## config.mk

```make
export PLATFORM = sky130hd
export DESIGN_NAME = go_back_n_link_controller_flat
export DESIGN_NICKNAME = d
export VERILOG_FILES = /design/src/hw/rtl/gbn_pkg.sv /design/src/hw/rtl/gbn_req_if.sv /design/src/hw/rtl/gbn_res_if.sv /design/src/hw/rtl/gbn_ram.sv /design/src/hw/rtl/gbn_ctrl.sv /design/src/hw/rtl/gbn_dp.sv /design/src/hw/rtl/go_back_n_link_controller.sv /design/src/flat_wrapper.sv
export SDC_FILE = /design/constraint.sdc
export NUM_CORES = 2
export LEC_CHECK = 0
export BUFFER_PORTS_ARGS = -buffer_cell sky130_fd_sc_hd__buf_2
export CORE_MARGIN = 3
export CORE_UTILIZATION = 40
export DETAILED_ROUTE_END_ITERATION = 6
export PLACE_DENSITY = 0.66
export SLEW_MARGIN = 20
export SYNTH_ARGS = -nofsm -noshare
export SYNTH_HDL_FRONTEND = slang
export SYNTH_SLANG_ARGS = --single-unit
```

## constraint.sdc

```tcl
create_clock -name clk -period 11.1 [get_ports clk]
set_input_delay 0.555 -clock clk [delete_from_list [all_inputs] [get_ports clk]]
set_output_delay 0.555 -clock clk [all_outputs]
set_load 0.05 [all_outputs]
```

## src/hw/rtl/gbn_pkg.sv

```systemverilog
// Shared types and constants of the go-back-N link controller.
package gbn_pkg;

	localparam int SEQ_BITS      = 6;
	localparam int PAYLOAD_WIDTH = 64;
	localparam int SEQ_MOD       = 1 << SEQ_BITS;
	localparam int SEQ_MAX       = SEQ_MOD - 1;

	typedef logic [SEQ_BITS-1:0]      seq_t;
	typedef logic [SEQ_BITS:0]        cnt_t;
	typedef logic [PAYLOAD_WIDTH-1:0] pay_t;

	// Event codes of an incoming request.
	typedef enum logic [2:0] {
		REQ_NEW   = 3'd0,
		REQ_LINK  = 3'd1,
		REQ_FRAME = 3'd2,
		REQ_DTMO  = 3'd3,
		REQ_ATMO  = 3'd4
	} req_e;

	// Kind of a received frame.
	typedef enum logic [1:0] {
		RX_DATA = 2'd0,
		RX_ACK  = 2'd1,
		RX_NAK  = 2'd2
	} rx_kind_e;

	// Kind of a result.
	typedef enum logic [2:0] {
		K_STATUS  = 3'd0,
		K_DATA    = 3'd1,
		K_ACK     = 3'd2,
		K_NAK     = 3'd3,
		K_DELIVER = 3'd4
	} out_kind_e;

	typedef struct packed {
		logic [2:0] req_type;
		pay_t       new_payload;
		logic       rx_good;
		logic [1:0] rx_kind;
		seq_t       rx_seq;
		seq_t       rx_ack;
		pay_t       rx_payload;
	} req_t;

	typedef struct packed {
		logic [2:0] out_kind;
		seq_t       out_seq;
		seq_t       out_ack;
		pay_t       out_payload;
		logic       ack_tmr_arm;
		seq_t       freed_from;
		seq_t       freed_count;
		logic       network_enable;
		logic       last;
	} res_t;

	// Controller to datapath.
	typedef struct packed {
		logic accept;
		logic load_walk;
	} cmd_t;

	// Datapath to controller.
	typedef struct packed {
		logic walk;
		logic walk_last;
	} sts_t;

endpackage

```

## src/hw/rtl/gbn_req_if.sv

```systemverilog
// Request channel of the go-back-N link controller.
interface gbn_req_if;
	logic          valid;
	logic          ready;
	gbn_pkg::req_t data;

	modport source (output valid, output data, input ready);
	modport sink (input valid, input data, output ready);
endinterface

```

## src/hw/rtl/gbn_res_if.sv

```systemverilog
// Result channel of the go-back-N link controller.
interface gbn_res_if;
	logic          valid;
	logic          ready;
	gbn_pkg::res_t data;

	modport source (output valid, output data, input ready);
	modport sink (input valid, input data, output ready);
endinterface

```

## src/hw/rtl/gbn_ram.sv

```systemverilog
// Generic single-write, single-read RAM with registered read data.
module gbn_ram #(
	parameter int WIDTH = 64,
	parameter int DEPTH = 64
) (
	input  logic                     clk,
	input  logic                     we,
	input  logic [$clog2(DEPTH)-1:0] waddr,
	input  logic [WIDTH-1:0]         wdata,
	input  logic [$clog2(DEPTH)-1:0] raddr,
	output logic [WIDTH-1:0]         rdata
);

	logic [WIDTH-1:0] mem [DEPTH];

	always_ff @(posedge clk) begin
		if (we) begin
			mem[waddr] <= wdata;
		end
		rdata <= mem[raddr];
	end

endmodule

```

## src/hw/rtl/gbn_ctrl.sv

```systemverilog
// Controller state machine: request handshake, output slot and window resend sequencing.
module gbn_ctrl (
	input  logic          clk,
	input  logic          arst_n,
	input  logic          req_valid,
	output logic          req_ready,
	output logic          res_valid,
	input  logic          res_ready,
	input  gbn_pkg::sts_t sts,
	output gbn_pkg::cmd_t cmd
);

	typedef enum logic [1:0] {
		ST_IDLE,
		ST_RD,
		ST_OUT
	} state_t;

	state_t state_q;
	logic   out_valid_q;
	logic   slot_free;
	logic   load;

	assign slot_free     = !out_valid_q || res_ready;
	assign req_ready     = (state_q == ST_IDLE) && slot_free;
	assign cmd.accept    = req_valid && req_ready;
	assign cmd.load_walk = (state_q == ST_OUT) && slot_free;
	assign load          = (cmd.accept && !sts.walk) || cmd.load_walk;
	assign res_valid     = out_valid_q;

	always_ff @(posedge clk or negedge arst_n) begin
		if (!arst_n) begin
			state_q     <= ST_IDLE;
			out_valid_q <= 1'b0;
		end else begin
			if (load) begin
				out_valid_q <= 1'b1;
			end else if (res_ready) begin
				out_valid_q <= 1'b0;
			end
			unique case (state_q)
				ST_IDLE: begin
					if (cmd.accept && sts.walk) begin
						state_q <= ST_RD;
					end
				end
				// The registered store read of the oldest entry happens in this state.
				ST_RD: begin
					state_q <= ST_OUT;
				end
				ST_OUT: begin
					if (cmd.load_walk && sts.walk_last) begin
						state_q <= ST_IDLE;
					end
				end
				default: begin
					state_q <= ST_IDLE;
				end
			endcase
		end
	end

	a_rd_then_out: assert property (@(posedge clk) disable iff (!arst_n)
		state_q == ST_RD |=> state_q == ST_OUT)
		else $error("store read state not followed by output state");

	a_walk_ends: assert property (@(posedge clk) disable iff (!arst_n)
		cmd.load_walk && sts.walk_last |=> state_q == ST_IDLE && out_valid_q)
		else $error("resend did not end after its final frame");

	a_no_accept_in_walk: assert property (@(posedge clk) disable iff (!arst_n)
		cmd.accept && sts.walk |=> !req_ready)
		else $error("request taken while a resend was starting");

endmodule

```

## src/hw/rtl/gbn_dp.sv

```systemverilog
// Datapath: protocol state, event decode, payload store and output register.
module gbn_dp (
	input  logic          clk,
	input  logic          arst_n,
	input  gbn_pkg::req_t req,
	input  gbn_pkg::cmd_t cmd,
	output gbn_pkg::sts_t sts,
	output gbn_pkg::res_t res
);

	gbn_pkg::seq_t oldest_q, nts_q, exp_q;
	gbn_pkg::cnt_t out_q;
	logic          lr_q, nak_q;

	gbn_pkg::seq_t ptr_q, cnt_q, ack_q, ff_q, fc_q;
	logic          ne_q;
	gbn_pkg::res_t res_q;

	gbn_pkg::seq_t oldest_n, nts_n, exp_n, ack_cur, d, fcnt, rack_plus, raddr;
	gbn_pkg::cnt_t out_n;
	logic          lr_n, nak_n, we_n, walk_req, walk;
	gbn_pkg::res_t item;
	gbn_pkg::res_t walk_item;
	gbn_pkg::pay_t rdata;

	always_comb begin
		oldest_n  = oldest_q;
		nts_n     = nts_q;
		exp_n     = exp_q;
		out_n     = out_q;
		lr_n      = lr_q;
		nak_n     = nak_q;
		we_n      = 1'b0;
		walk_req  = 1'b0;
		item      = '0;
		item.last = 1'b1;
		ack_cur   = exp_q - gbn_pkg::seq_t'(1);
		rack_plus = req.rx_ack + gbn_pkg::seq_t'(1);
		// Cumulative ack frees every frame from the oldest up to rx_ack when that
		// lies inside the window.
		d         = req.rx_ack - oldest_q;
		fcnt      = ({1'b0, d} < out_q) ? d + gbn_pkg::seq_t'(1) : '0;

		unique case (req.req_type)
			gbn_pkg::REQ_NEW: begin
				if (out_q < gbn_pkg::cnt_t'(gbn_pkg::SEQ_MAX)) begin
					we_n             = 1'b1;
					item.out_kind    = gbn_pkg::K_DATA;
					item.out_seq     = nts_q;
					item.out_ack     = ack_cur;
					item.out_payload = req.new_payload;
					nts_n            = nts_q + gbn_pkg::seq_t'(1);
					out_n            = out_q + gbn_pkg::cnt_t'(1);
					lr_n             = 1'b0;
				end
			end
			gbn_pkg::REQ_LINK: begin
				lr_n = 1'b1;
			end
			gbn_pkg::REQ_FRAME: begin
				if (!req.rx_good) begin
					if (nak_q) begin
						item.out_kind = gbn_pkg::K_NAK;
						item.out_ack  = ack_cur;
						nak_n         = 1'b0;
						lr_n          = 1'b0;
					end
				end else begin
					item.freed_from  = oldest_q;
					item.freed_count = fcnt;
					oldest_n         = oldest_q + fcnt;
					out_n            = out_q - {1'b0, fcnt};
					if (req.rx_kind == gbn_pkg::RX_DATA) begin
						if (req.rx_seq == exp_q) begin
							item.out_kind    = gbn_pkg::K_DELIVER;
							item.out_payload = req.rx_payload;
							item.ack_tmr_arm = 1'b1;
							exp_n            = exp_q + gbn_pkg::seq_t'(1);
							nak_n            = 1'b1;
						end else if (nak_q) begin
							item.out_kind = gbn_pkg::K_NAK;
							item.out_ack  = ack_cur;
							nak_n         = 1'b0;
							lr_n          = 1'b0;
						end
					end else if (req.rx_kind == gbn_pkg::RX_NAK && rack_plus == oldest_q) begin
						walk_req = 1'b1;
					end
				end
			end
			gbn_pkg::REQ_DTMO: begin
				walk_req = 1'b1;
			end
			gbn_pkg::REQ_ATMO: begin
				item.out_kind = gbn_pkg::K_ACK;
				item.out_ack  = ack_cur;
				lr_n          = 1'b0;
			end
			default: begin
			end
		endcase

		// An empty window resends nothing and leaves a status result.
		walk = walk_req && (out_q != '0);
		if (walk) begin
			lr_n = 1'b0;
		end
		item.network_enable = (out_n < gbn_pkg::cnt_t'(gbn_pkg::SEQ_MAX)) && lr_n;
	end

	always_comb begin
		walk_item                 = '0;
		walk_item.out_kind        = gbn_pkg::K_DATA;
		walk_item.out_seq         = ptr_q;
		walk_item.out_ack         = ack_q;
		walk_item.out_payload     = rdata;
		walk_item.freed_from      = ff_q;
		walk_item.freed_count     = fc_q;
		walk_item.network_enable  = ne_q;
		walk_item.last            = (cnt_q == gbn_pkg::seq_t'(1));
	end

	assign sts.walk      = walk;
	assign sts.walk_last = (cnt_q == gbn_pkg::seq_t'(1));
	assign raddr         = cmd.load_walk ? ptr_q + gbn_pkg::seq_t'(1) : ptr_q;
	assign res           = res_q;

	gbn_ram #(
		.WIDTH(gbn_pkg::PAYLOAD_WIDTH),
		.DEPTH(gbn_pkg::SEQ_MOD)
	) u_store (
		.clk  (clk),
		.we   (cmd.accept && we_n),
		.waddr(nts_q),
		.wdata(req.new_payload),
		.raddr(raddr),
		.rdata(rdata)
	);

	always_ff @(posedge clk or negedge arst_n) begin
		if (!arst_n) begin
			oldest_q <= '0;
			nts_q    <= '0;
			exp_q    <= '0;
			out_q    <= '0;
			lr_q     <= 1'b0;
			nak_q    <= 1'b1;
			cnt_q    <= '0;
		end else if (cmd.accept) begin
			oldest_q <= oldest_n;
			nts_q    <= nts_n;
			exp_q    <= exp_n;
			out_q    <= out_n;
			lr_q     <= lr_n;
			nak_q    <= nak_n;
			cnt_q    <= out_q[gbn_pkg::SEQ_BITS-1:0];
		end else if (cmd.load_walk) begin
			cnt_q <= cnt_q - gbn_pkg::seq_t'(1);
		end
	end

	always_ff @(posedge clk) begin
		if (cmd.accept) begin
			ptr_q <= oldest_q;
			ack_q <= ack_cur;
			ff_q  <= item.freed_from;
			fc_q  <= item.freed_count;
			ne_q  <= item.network_enable;
			if (!walk) begin
				res_q <= item;
			end
		end else if (cmd.load_walk) begin
			res_q <= walk_item;
			ptr_q <= ptr_q + gbn_pkg::seq_t'(1);
		end
	end

	a_window_consistent: assert property (@(posedge clk) disable iff (!arst_n)
		nts_q == oldest_q + out_q[gbn_pkg::SEQ_BITS-1:0])
		else $error("next-to-send pointer out of step with the window");

	a_window_bound: assert property (@(posedge clk) disable iff (!arst_n)
		out_q <= gbn_pkg::cnt_t'(gbn_pkg::SEQ_MAX))
		else $error("outstanding count beyond the window size");

	a_walk_count: assert property (@(posedge clk) disable iff (!arst_n)
		cmd.load_walk |-> cnt_q != '0)
		else $error("resend frame loaded with no frame left");

endmodule

```

## src/hw/rtl/go_back_n_link_controller.sv

```systemverilog
// Top level of the go-back-N link controller.
//
// Each request on req is one link event: a new packet from the network layer,
// link ready, a received frame (already CRC checked), a data timeout or an ack
// timeout. Each event gives one or more results on res, the final one marked
// by last: frames to send (data, ACK, NAK) carrying ack = expected - 1,
// delivered packets, and the cumulative-ack frees and network-enable flag,
// which are the same on every result of the event. CRC and timers are outside.
//
// A single-result event's result is loaded into the output register at the
// accepting edge and offered from the next cycle, so one request per cycle is
// sustained while res keeps up. A NAK for the oldest frame or a data timeout
// resends the whole window of N outstanding frames: req is held off from the
// accepting edge until the last frame is loaded, first for the registered
// store read, then while the frames go out one per cycle when res keeps up.
// When res stalls, the output register holds its result and req ready falls
// until the register can be emptied or refilled at once.
// Reset clears the window pointers, counts and link-ready flag and allows a
// NAK; the payload store is not cleared, since only written entries are read.
module go_back_n_link_controller (
	input logic        clk,
	input logic        arst_n,
	gbn_req_if.sink    req,
	gbn_res_if.source  res
);

	gbn_pkg::cmd_t cmd;
	gbn_pkg::sts_t sts;
	logic          req_ready;
	logic          res_valid;
	gbn_pkg::res_t res_data;

	// The controller owns the handshakes and the resend sequence.
	gbn_ctrl u_ctrl (
		.clk      (clk),
		.arst_n   (arst_n),
		.req_valid(req.valid),
		.req_ready(req_ready),
		.res_valid(res_valid),
		.res_ready(res.ready),
		.sts      (sts),
		.cmd      (cmd)
	);

	// The datapath keeps the protocol state, the store and the output register.
	gbn_dp u_dp (
		.clk   (clk),
		.arst_n(arst_n),
		.req   (req.data),
		.cmd   (cmd),
		.sts   (sts),
		.res   (res_data)
	);

	assign req.ready = req_ready;
	assign res.valid = res_valid;
	assign res.data  = res_data;

endmodule
```

## src/flat_wrapper.sv

```systemverilog
// flat-port wrapper written by rule: the top's interface ports become plain ports
module go_back_n_link_controller_flat 
  (clk, arst_n, req_valid, req_data, req_ready, res_valid, res_data, res_ready);
  gbn_req_if req_i ();
  gbn_res_if res_i ();
  input logic clk;
  input logic arst_n;
  input wire logic [$bits(req_i.valid)-1:0] req_valid;
  input wire logic [$bits(req_i.data)-1:0] req_data;
  output wire logic [$bits(req_i.ready)-1:0] req_ready;
  output wire logic [$bits(res_i.valid)-1:0] res_valid;
  output wire logic [$bits(res_i.data)-1:0] res_data;
  input wire logic [$bits(res_i.ready)-1:0] res_ready;
  assign req_i.valid = req_valid;
  assign req_i.data = req_data;
  assign req_ready = req_i.ready;
  assign res_valid = res_i.valid;
  assign res_data = res_i.data;
  assign res_i.ready = res_ready;
  go_back_n_link_controller u_core (.clk(clk), .arst_n(arst_n), .req(req_i), .res(res_i));
endmodule
```

==> out/metrics.yaml <==
postSynthCellCount: 9989
gr-total-overflow: 0
worstSetupPathType: "reg2reg"
status: "finished, violations left"
synth.cell_area_mm2: 0.161
drc: 5
fin_skew_ps: 88.5
num_vias: 103000
peakVddDrop_uv: 364
initial_core_util_pct: 40.2
cpPeakStageDelay_ps: 970
die_y_um: 640
yosys_most_used_dff: "edfxtp_1"
clock_sinks: 4315
setup_viol: 0
layout.nets: 10400
utilization_pct: 45.7
io_pins: 246
grt_pass1_vias: 97300
fin_ws_ps: 5440
syn_nets: 10200
ant_nets: 0
drv_cap: 0
final_max_slew_viol_count: 0
dp_slack_ps: 5430
crit_path_frequent_cell: "nand3_1"
synthToLayoutAreaGrowth_pct: 13.7
layout_common_cells: "edfxtp_1, o22ai_1, nand2_1"
worstPathMaxFanout: 42
avgSynthCellArea_um2: 16.1
layout_commonest_cell: "edfxtp_1"
ys_async_sr_fraction_pct: 0.834
fin_crit_sh_pct: 51.0
slowest_stage: "nor2_4"
first_iter_violations: 18200
ys_seq_area_share_pct: 80.0
avgViaCountPerCell: 6.49
gr-usage-all-layers_pct: 25.4
drt-total-wl_mm: 540
finalWeightedCongestion: 0.900
ys_ff_latch: 4315
drt-pass1-iter-count: 7
grt_pass1_wl_mm: 746
p_leak_nw: 56.9
cts_resized: 0
min_path_type: "in2reg"
grt_max_degree: 148
cp.arrival_ps: 6210
synth_area_leader_cell: "edfxtp_1"
rsz0062_at_grt: "no"
io_buffers: 245
timing.fmax_mhz: 177
grt_antenna_before_repair: 76
rows: 232
die_w_um: 640
fin_crit_ps: 5660
synth_area_leaders: "edfxtp_1, o22ai_1, nor3_1"
endpoint_kind: "flop"
synth_edf_count: 4209
slew_headroom_pct: 16.4
fin_tns_setup_ps: 0
violations: "DRC"
ys_types: 73
clockRootBuffer: "clkbuf_16"
die-area_mm2: 0.410
required_ps: 11650
synth_top_area_share_pct: 78.6
clk_pin_slew_ps: 60
synth_warnings: 0
htreeDepth: 5
clkLatencyLatePin_ps: 960
finalHoldViolCount: 0
start_kind: "flop"
p_per_area_mw_per_mm2: 277
cts_tree: "built"
cts_buffers: 422
crit_chain: "inv_1 -> or4_1 -> nand3_1 -> nor2_1 -> nand3_1 -> nor2_4 -> buf_4"
dpl.hpwl_mm: 291
drive_gt1_share_pct: 12.2
wl_per_cell_um: 33.9
core-area_mm2: 0.400
worstMarginPinSlew_ps: 1250
clock_path_buffers: 4
==> power by group <==
part	internal (mW)	switching (mW)	total (mW)
Sequential	18.4	0.457	18.8
Clock	8.12	6.15	14.3
Combinational	4.79	12.7	17.5
==> sequential cells by signal, summed over array words and instances (netlist names) <==
register / cells
u_core.u_dp.u_store.rdata: 64
u_core.u_dp.cnt_q: 6
u_core.u_dp.nak_q: 1
u_core.u_dp.u_store.mem: 4096
u_core.u_ctrl.res_valid: 1
u_core.u_dp.ptr_q: 6
u_core.u_dp.fc_q: 6
u_core.u_dp.lr_q: 1
u_core.u_dp.exp_q: 6
u_core.u_dp.nts_q: 6
u_core.u_dp.out_q: 7
u_core.u_ctrl.state_q: 2
u_core.u_dp.oldest_q: 6
u_core.u_dp.ack_q: 6
u_core.u_dp.ne_q: 1
u_core.u_dp.ff_q: 6
u_core.u_dp.res: 94
==> worst paths after layout <==
check | from | to | slack [ps] | cells past startpoint
max in group asynchronous | arst_n | u_core.u_dp.nts_q[1] | 10110 | 2
worst min-delay path | req_data[34] | u_core.u_dp.res[49] | 70 | 3
worst max register to register | u_core.u_dp.out_q[2] | u_core.u_dp.u_store.mem[52][21] | 5440 | 7
worst max-delay path | u_core.u_dp.out_q[2] | u_core.u_dp.u_store.mem[52][21] | 5440 | 7
worst min register to register | u_core.u_dp.lr_q | u_core.u_dp.lr_q | 510 | 2
min in group asynchronous | arst_n | u_core.u_dp.lr_q | 330 | 2
==> through the flow <==
step | total power, mW | hold WS [ps] | cell area [um2] | instances
after floorplan | 30.0 | 259 | 161000 | 9989
after CTS | 50.3 | 5.13 | 183000 | 15900
after global placement | 36.0 | 478 | 168000 | 15000
final | 50.6 | 67.5 | 183000 | 15900
after global routing | 52.2 | 54.4 | 183000 | 15900
after detailed placement | 36.2 | 496 | 168000 | 15100
==> final cells by class <==
class	count	area, um2
fillers	33700	217000
clock buffers	546	11300
flip-flops and latches	4315	129000
diodes	32	80.1
well taps	5265	6590
inverters	38	148
multi-input cells	4903	29100
clock inverters	241	2550
repair buffers	582	4460
==> cells in the mapped netlist, types with 29 or more instances <==
library cell and number:
o221ai_1 363, buf_1 50, buf_6 84, nor3_1 674, nand2_1 786, inv_1 35, nand3_1 29, edfxtp_1 4209
o22ai_1 1270, o21ai_0 206, a221oi_1 66, nand4_1 136, dfrtp_1 35, or2_1 63, buf_2 141, nor2_1 274
dfxtp_1 70, a31oi_1 358, clkbuf_1 452, o21ai_1 367, a21oi_1 38, ha_1 32
==> layer usage <==
metal / global-route usage (%) / wire length (um) / vias up
met1: 34.3 / 193000 / 52000
li1: - / - / 41200
met4: 11.0 / 27100 / 52
met2: 37.6 / 235000 / 8779
met5: 0 / 466 / -
met3: 8.23 / 84700 / 1307
==> what timing repair did <==
item | CTS | global route
setup buffers | 0 | 0
hold endpoints to repair | 82 | 0
hold buffers | 48 | 0
==> logic make-up (layout without fill, tap and decap cells) <==
| group | after synthesis | count (layout) | synth area share (%) |
|---|---|---|---|
| buf+inv | 771 | 1407 | 2.31 |
| mux | 24 | 24 | 0.190 |
| compound gates | 2767 | 2767 | 11.2 |
| simple gates | 2035 | 2035 | 5.75 |
| xor+xnor | 42 | 42 | 0.233 |
| fa+ha+maj | 35 | 35 | 0.286 |
| flops | 4315 | 4315 | 80.0 |
| other cells | 0 | 32 | 0 |
==> critical path: cells and delay by family (launching register included) <==
kind                   cells  cell delay, ps
buffers and inverters      2            1200
DFF                        1             500
and+or+nand+nor            5            3450
No activity file was read; power rests on OpenSTA's default activity.
